$ cat src/rtl/schlick_fresnel_reflectance_core_assert.svh
// Assertion macros shared by the Schlick Fresnel reflectance RTL.
`ifndef SCHLICK_FRESNEL_REFLECTANCE_CORE_ASSERT_SVH
`define SCHLICK_FRESNEL_REFLECTANCE_CORE_ASSERT_SVH
`ifndef SYNTHESIS
`define SFR_ASSERT_IMPL(lbl, clk, rst_n, ante, cons) \
    lbl: assert property (@(posedge clk) disable iff (!rst_n) (ante) |-> (cons)) \
        else $error("sfr assertion failed");
`define SFR_ASSERT_NEXT(lbl, clk, rst_n, ante, cons) \
    lbl: assert property (@(posedge clk) disable iff (!rst_n) (ante) |=> (cons)) \
        else $error("sfr assertion failed");
`else
`define SFR_ASSERT_IMPL(lbl, clk, rst_n, ante, cons)
`define SFR_ASSERT_NEXT(lbl, clk, rst_n, ante, cons)
`endif
`endif

$ cat src/rtl/sfr_sqrt.sv
// Pipelined integer square root (floor), one result bit per register stage.
module sfr_sqrt #(
    parameter int V_W = 33,
    parameter int R_W = 17,
    parameter int S_W = 1
) (
    input  logic           i_clk,
    input  logic           i_rst_n,
    input  logic           i_valid,
    input  logic [V_W-1:0] i_value,
    input  logic [S_W-1:0] i_side,
    output logic           o_valid,
    output logic [R_W-1:0] o_root,
    output logic [S_W-1:0] o_side
);

    localparam int T_W = V_W + 2;

    logic [V_W-1:0] r_val  [R_W];
    logic [T_W-1:0] r_acc  [R_W];
    logic [S_W-1:0] r_side [R_W];
    logic [R_W-1:0] r_vld;

    wire [V_W-1:0] n_val  [R_W];
    wire [T_W-1:0] n_acc  [R_W];
    wire [S_W-1:0] n_side [R_W];
    wire [R_W-1:0] n_vld;

    for (genvar k = 0; k < R_W; k++) begin : g_stage
        localparam int SH = 2 * (R_W - 1 - k);
        localparam logic [T_W-1:0] BIT = T_W'(1) << SH;
        logic [V_W-1:0] w_val;
        logic [T_W-1:0] w_acc;
        logic [S_W-1:0] w_side;
        logic           w_vld;
        logic [T_W-1:0] w_trial;
        logic           w_take;

        if (k == 0) begin : g_first
            assign w_val  = i_value;
            assign w_acc  = '0;
            assign w_side = i_side;
            assign w_vld  = i_valid;
        end else begin : g_next
            assign w_val  = r_val[k-1];
            assign w_acc  = r_acc[k-1];
            assign w_side = r_side[k-1];
            assign w_vld  = r_vld[k-1];
        end

        assign w_trial   = w_acc + BIT;
        assign w_take    = T_W'(w_val) >= w_trial;
        assign n_val[k]  = w_take ? V_W'(T_W'(w_val) - w_trial) : w_val;
        assign n_acc[k]  = w_take ? ((w_acc >> 1) + BIT) : (w_acc >> 1);
        assign n_side[k] = w_side;
        assign n_vld[k]  = w_vld;
    end

    always_ff @(posedge i_clk) begin
        r_val  <= n_val;
        r_acc  <= n_acc;
        r_side <= n_side;
    end

    always_ff @(posedge i_clk) begin
        if (!i_rst_n) begin
            r_vld <= '0;
        end else begin
            r_vld <= n_vld;
        end
    end

    assign o_valid = r_vld[R_W-1];
    assign o_root  = r_acc[R_W-1][R_W-1:0];
    assign o_side  = r_side[R_W-1];

endmodule

$ cat config.mk
export PLATFORM = sky130hd
export DESIGN_NAME = sfr_sqrt
export DESIGN_NICKNAME = d
export VERILOG_FILES = /design/src/rtl/schlick_fresnel_reflectance_core_assert.svh /design/src/rtl/sfr_sqrt.sv
export SDC_FILE = /design/constraint.sdc
export NUM_CORES = 1
export LEC_CHECK = 0
export ABC_CLOCK_PERIOD_IN_PS = 3900
export BUFFER_PORTS_ARGS = -buffer_cell sky130_fd_sc_hd__buf_4
export CAP_MARGIN = 20
export CORE_AREA = 4 4 275 277
export CTS_BUF_LIST = sky130_fd_sc_hd__clkbuf_4 sky130_fd_sc_hd__clkbuf_8 sky130_fd_sc_hd__clkbuf_16
export CTS_CLUSTER_DIAMETER = 100
export CTS_CLUSTER_SIZE = 24
export DETAILED_ROUTE_END_ITERATION = 10
export DIE_AREA = 0 0 279 281
export PLACE_DENSITY_LB_ADDON = 0.05
export SYNTH_ARGS = -nofsm -noshare
export SYNTH_HDL_FRONTEND = slang
export SYNTH_SLANG_ARGS = --single-unit
$ cat constraint.sdc
create_clock -name i_clk -period 3.9 [get_ports i_clk]
set_clock_uncertainty 0.2 [all_clocks]
set_input_delay 0.195 -clock i_clk [delete_from_list [all_inputs] [get_ports i_clk]]
set_output_delay 0.195 -clock i_clk [all_outputs]
set_load 0.02 [all_outputs]
# Yosys cells after proc, flatten, opt, wreduce, memory -nomap -nowiden
# Cells that the tools add are included.
# Widths: inputs -> output; s select.
dict set report totals {
  reg_bits 1137
  out_inout_bits 19
  word_cells 164
}
dict set report classes {
  n_addsub 48
  order_cmp 17
  muxes 33
}
# cell n
set op_table {}
lappend op_table {{$mux 33} 18}
lappend op_table {{$ge 33x35->1} 15}
lappend op_table {{$sub 33x33->33} 15}
lappend op_table {{$mux 34} 14}
lappend op_table {{$add 34x11->35 const B} 1}
lappend op_table {{$add 34x13->35 const B} 1}
lappend op_table {{$add 34x15->35 const B} 1}
lappend op_table {{$add 34x17->35 const B} 1}
lappend op_table {{$add 34x19->35 const B} 1}
lappend op_table {{$add 34x21->35 const B} 1}
lappend op_table {{$add 34x23->35 const B} 1}
lappend op_table {{$add 34x25->35 const B} 1}
lappend op_table {{$add 34x27->35 const B} 1}
lappend op_table {{$add 34x29->35 const B} 1}
lappend op_table {{$add 34x3->35 const B} 1}
lappend op_table {{$add 34x5->35 const B} 1}
lappend op_table {{$add 34x7->35 const B} 1}
lappend op_table {{$add 34x9->35 const B} 1}
lappend op_table {{$add 35x1->35 const B} 1}
lappend op_table {{$add 35x11->35 const B} 1}
lappend op_table {{$add 35x13->35 const B} 1}
lappend op_table {{$add 35x15->35 const B} 1}
lappend op_table {{$add 35x17->35 const B} 1}
lappend op_table {{$add 35x19->35 const B} 1}
lappend op_table {{16 further kinds} 16}

# Depth between registers and ports, before layout
dict set report logic_depth {
  ltp_word 3
  depth_mapped 12
}

# Worst setup path after synthesis
# No wires, ideal clock.
dict set report synth_path {
  path_type {register -> register}
  from {reg r_acc (netlist bit g_stage[11].w_acc[14])}
  to {reg r_val (netlist bit g_stage[12].w_val[32])}
  setup_time_ps 118
  arrival_time_ps 2455
  path_slack_ps 1127
  path_stages_with_launch 11
  path_buffers 1
  cell_sequence {dfxtp_1 > inv_1 > ha_1 > or4b_2 > or4_1 > o211ai_1 > a311o_1 > buf_6 > o2111a_1 > nand2_1 > xnor2_1}
}
# item line_no
set synth_lines {}
lappend synth_lines {{from (decl)} sfr_sqrt.sv:20} ;# logic [T_W-1:0] r_acc [R_W];
lappend synth_lines {{from (signal assigned)} sfr_sqrt.sv:61} ;# r_acc <= n_acc;
lappend synth_lines {{to (signal assigned)} sfr_sqrt.sv:60} ;# r_val <= n_val;
lappend synth_lines {{to (decl)} sfr_sqrt.sv:19} ;# logic [V_W-1:0] r_val [R_W];

==> impl_metrics.ini <==
[cts]
h-tree-depth = 2
cts_buffers = 38
numClockSinks = 715
cts_tree = built
cts.clk_slew.worst_paths_ns = 0.10
clock-root-buffer = clkbuf_16
cts_hold_buf = 56
clk_path_buf_depth = 3
cts_resized = 0
clk_latency_ns = 0.61
post-cts-setup-buffers = 0

[cells_and_area]
utilization_pct = 40.4
fill_cells = 7110
nets = 2851
drive_gt1_share_pct = 6.54
n_antenna_cell = 0
seqCellArea_um2 = 14300
synthToLayoutAreaGrowth_pct = 12.8
multi_input_area_um2 = 10800

[hold_path]
hold_class = primary input to register

[place]
io_buffer_count = 55
dp_hpwl_um = 49600
gp_congestion = 0.858
place_ws_ns = 0.481

[logic_synthesis]
synth.area.top_cells = dfxtp_1 (55%), ha_1 (8.0%), xor2_1 (3.8%)
synth-main-ff-cell = dfxtp_1
synth_top_family_by_area = simple AND/OR/NAND/NOR gates
syn-cell-area_um2 = 26100
yosys-mux-area-fraction_pct = 1.12
yosysMostFrequentCell = dfxtp_1
syn_area_per_cell_um2 = 10.4
synth_simple_gate_area_share_pct = 13.7
synthCells = 2509
ys_seq_area_share_pct = 54.9
synth_top_cell_by_area = dfxtp_1
async_reset_ff_share_pct = 0
synth-compound-area-share_pct = 11.7
synth_common_cells = dfxtp_1 (715), inv_1 (209), ha_1 (166)
postSynthNetCount = 2713
synth_edf_count = 0
yosysWarnings = 0
synth-xor-area-share_pct = 6.89
synth_adder_area_share_pct = 8.05
yosys.area.top_type_share_pct = 54.9
yosysUniqueCellTypes = 79
synth_seq_cells = 715

[floorplan]
initial_core_util_pct = 35.8
die_h_um = 281
rows = 99
die_w_um = 279
io_pins = 56
dieArea_um2 = 78400
core_um2 = 72800

[setup_path]
end_kind = register
cp-start-kind = register
critical_path_class = register to register
r2r_slack_ns = 0.50
path_max_fanout = 27
arrival_ns = 3.67
crit_required_ns = 4.17

[sta]
slew_headroom_pct = 46.1
setup_viol = 0
tns_ns = 0
fmax_mhz = 294
slew_violations = 0
worst_slew_pin_slew_ns = 0.801
grt_setup_unrepaired = false
min_period_over_period_pct = 87.1
setup_slack_ns = 0.502
min_period_ns = 3.40
hold_viol = 0

[detailed_routing]
dr.first_iter.drc_count = 865
vias_per_cell = 4.86
remaining_drc_errors = 0
dr.pass1.iters = 5
routedWlPerCell_um = 17.4
vias = 17600
wl_um = 62800
postRouteAntennaNets = 0

[pwr]
p_leak_nw = 13.1
p_per_area_nw_per_um2 = 743
totalPowerFinal_mw = 21.8
ir_worst_vdd_mv = 0.320

[global_route]
grt_pass1_wl_um = 100000
grt_use_total_pct = 16.0
grt_max_degree = 29
first_global_vias = 18300
grt_overflow = 0
antenna_found_initial = 1

[run_status]
outcome = completed

[job]
cap_violations = 0
[placed cells by master, fill, tap and decap left out, types with 31 or more instances in the layout]
cell type,netlist,layout
dfxtp_1,715,715
inv_1,209,209
ha_1,166,166
o21ai_0,149,149
nand2_1,147,147
nor2_1,138,138
a21oi_1,113,113
xor2_1,112,112
xnor2_1,93,93
nor4_1,85,84
buf_4,1,73
nor3_1,59,58
dlygate4sd3_1,0,56
a21o_1,42,42
clkbuf_16,0,38
o21a_1,34,34
nand4_1,31,31
[routing by layer]
metal,part of all wire (%),routed length [µm],track usage [%],vias up
met2,49,31000,28.9,214
li1,-,-,-,8947
met1,44,27700,19.5,8294
met3,2.8,1790,2.42,118
met4,3.7,2300,5.52,2
met5,0.019,12,0,-
[power by group]
group,internal (mW),switching [mW]
logic,3.14,3.84
clock network,1.91,2.46
registers,9.05,1.44
total,14.1,7.74
[per-stage QoR]
stage	hold slack, ns	cell area, µm²	cells
detailed placement	0.101	27700	3508
floorplan	0.0227	26100	2509
CTS	0.00122	29400	3617
global route	0.000344	29400	3619
global placement	0.0992	27700	3508
finish	0.0296	29400	3619
[final timing paths]
path / from / endpoint / depth (start not counted)
worst min-delay path: i_value[9] / g_stage[1].w_val[9] / 2
worst min register to register: g_stage[4].w_side / g_stage[5].w_side / 0
worst max register to register: g_stage[15].w_val[19] / g_stage[16].w_val[22] / 7
worst max-delay path: g_stage[15].w_val[19] / g_stage[16].w_val[22] / 7
[flip-flops by register name (all words and copies together), names as in the netlist]
register / flops
o_side: 1
g_stage.w_val: 528
g_stage.w_acc: 136
o_root: 17
r_vld: 17
g_stage.w_side: 16
[layout make-up]
class | count | share of cell area, %
flip-flops and latches | 715 | 48.7
multi-input cells | 1551 | 36.8
well taps | 959 | 4.08
repair buffers | 131 | 3.83
clock buffers | 39 | 3.26
inverters | 210 | 2.68
clock inverters | 14 | 0.630
[cell families after synthesis]
kind of cell             after synthesis
XOR/XNOR                             205
AND/OR/NAND/NOR                      670
other                                  1
flip-flops                           715
adder cells (fa/ha/maj)              167
AO/OA/AOI/OAI                        481
buffers and inverters                243
multiplexers                          27
[worst max-delay path, stage by stage (launching register included)]
cell and delay [ns]:
dfxtp_1 0.39, or4_1 0.56, or4_1 0.49, nor3_1 0.34, o21ai_1 0.29, nor2_4 0.58, nor3_1 0.22, xor2_1 0.19
No activity file was read; power rests on OpenSTA's default activity.
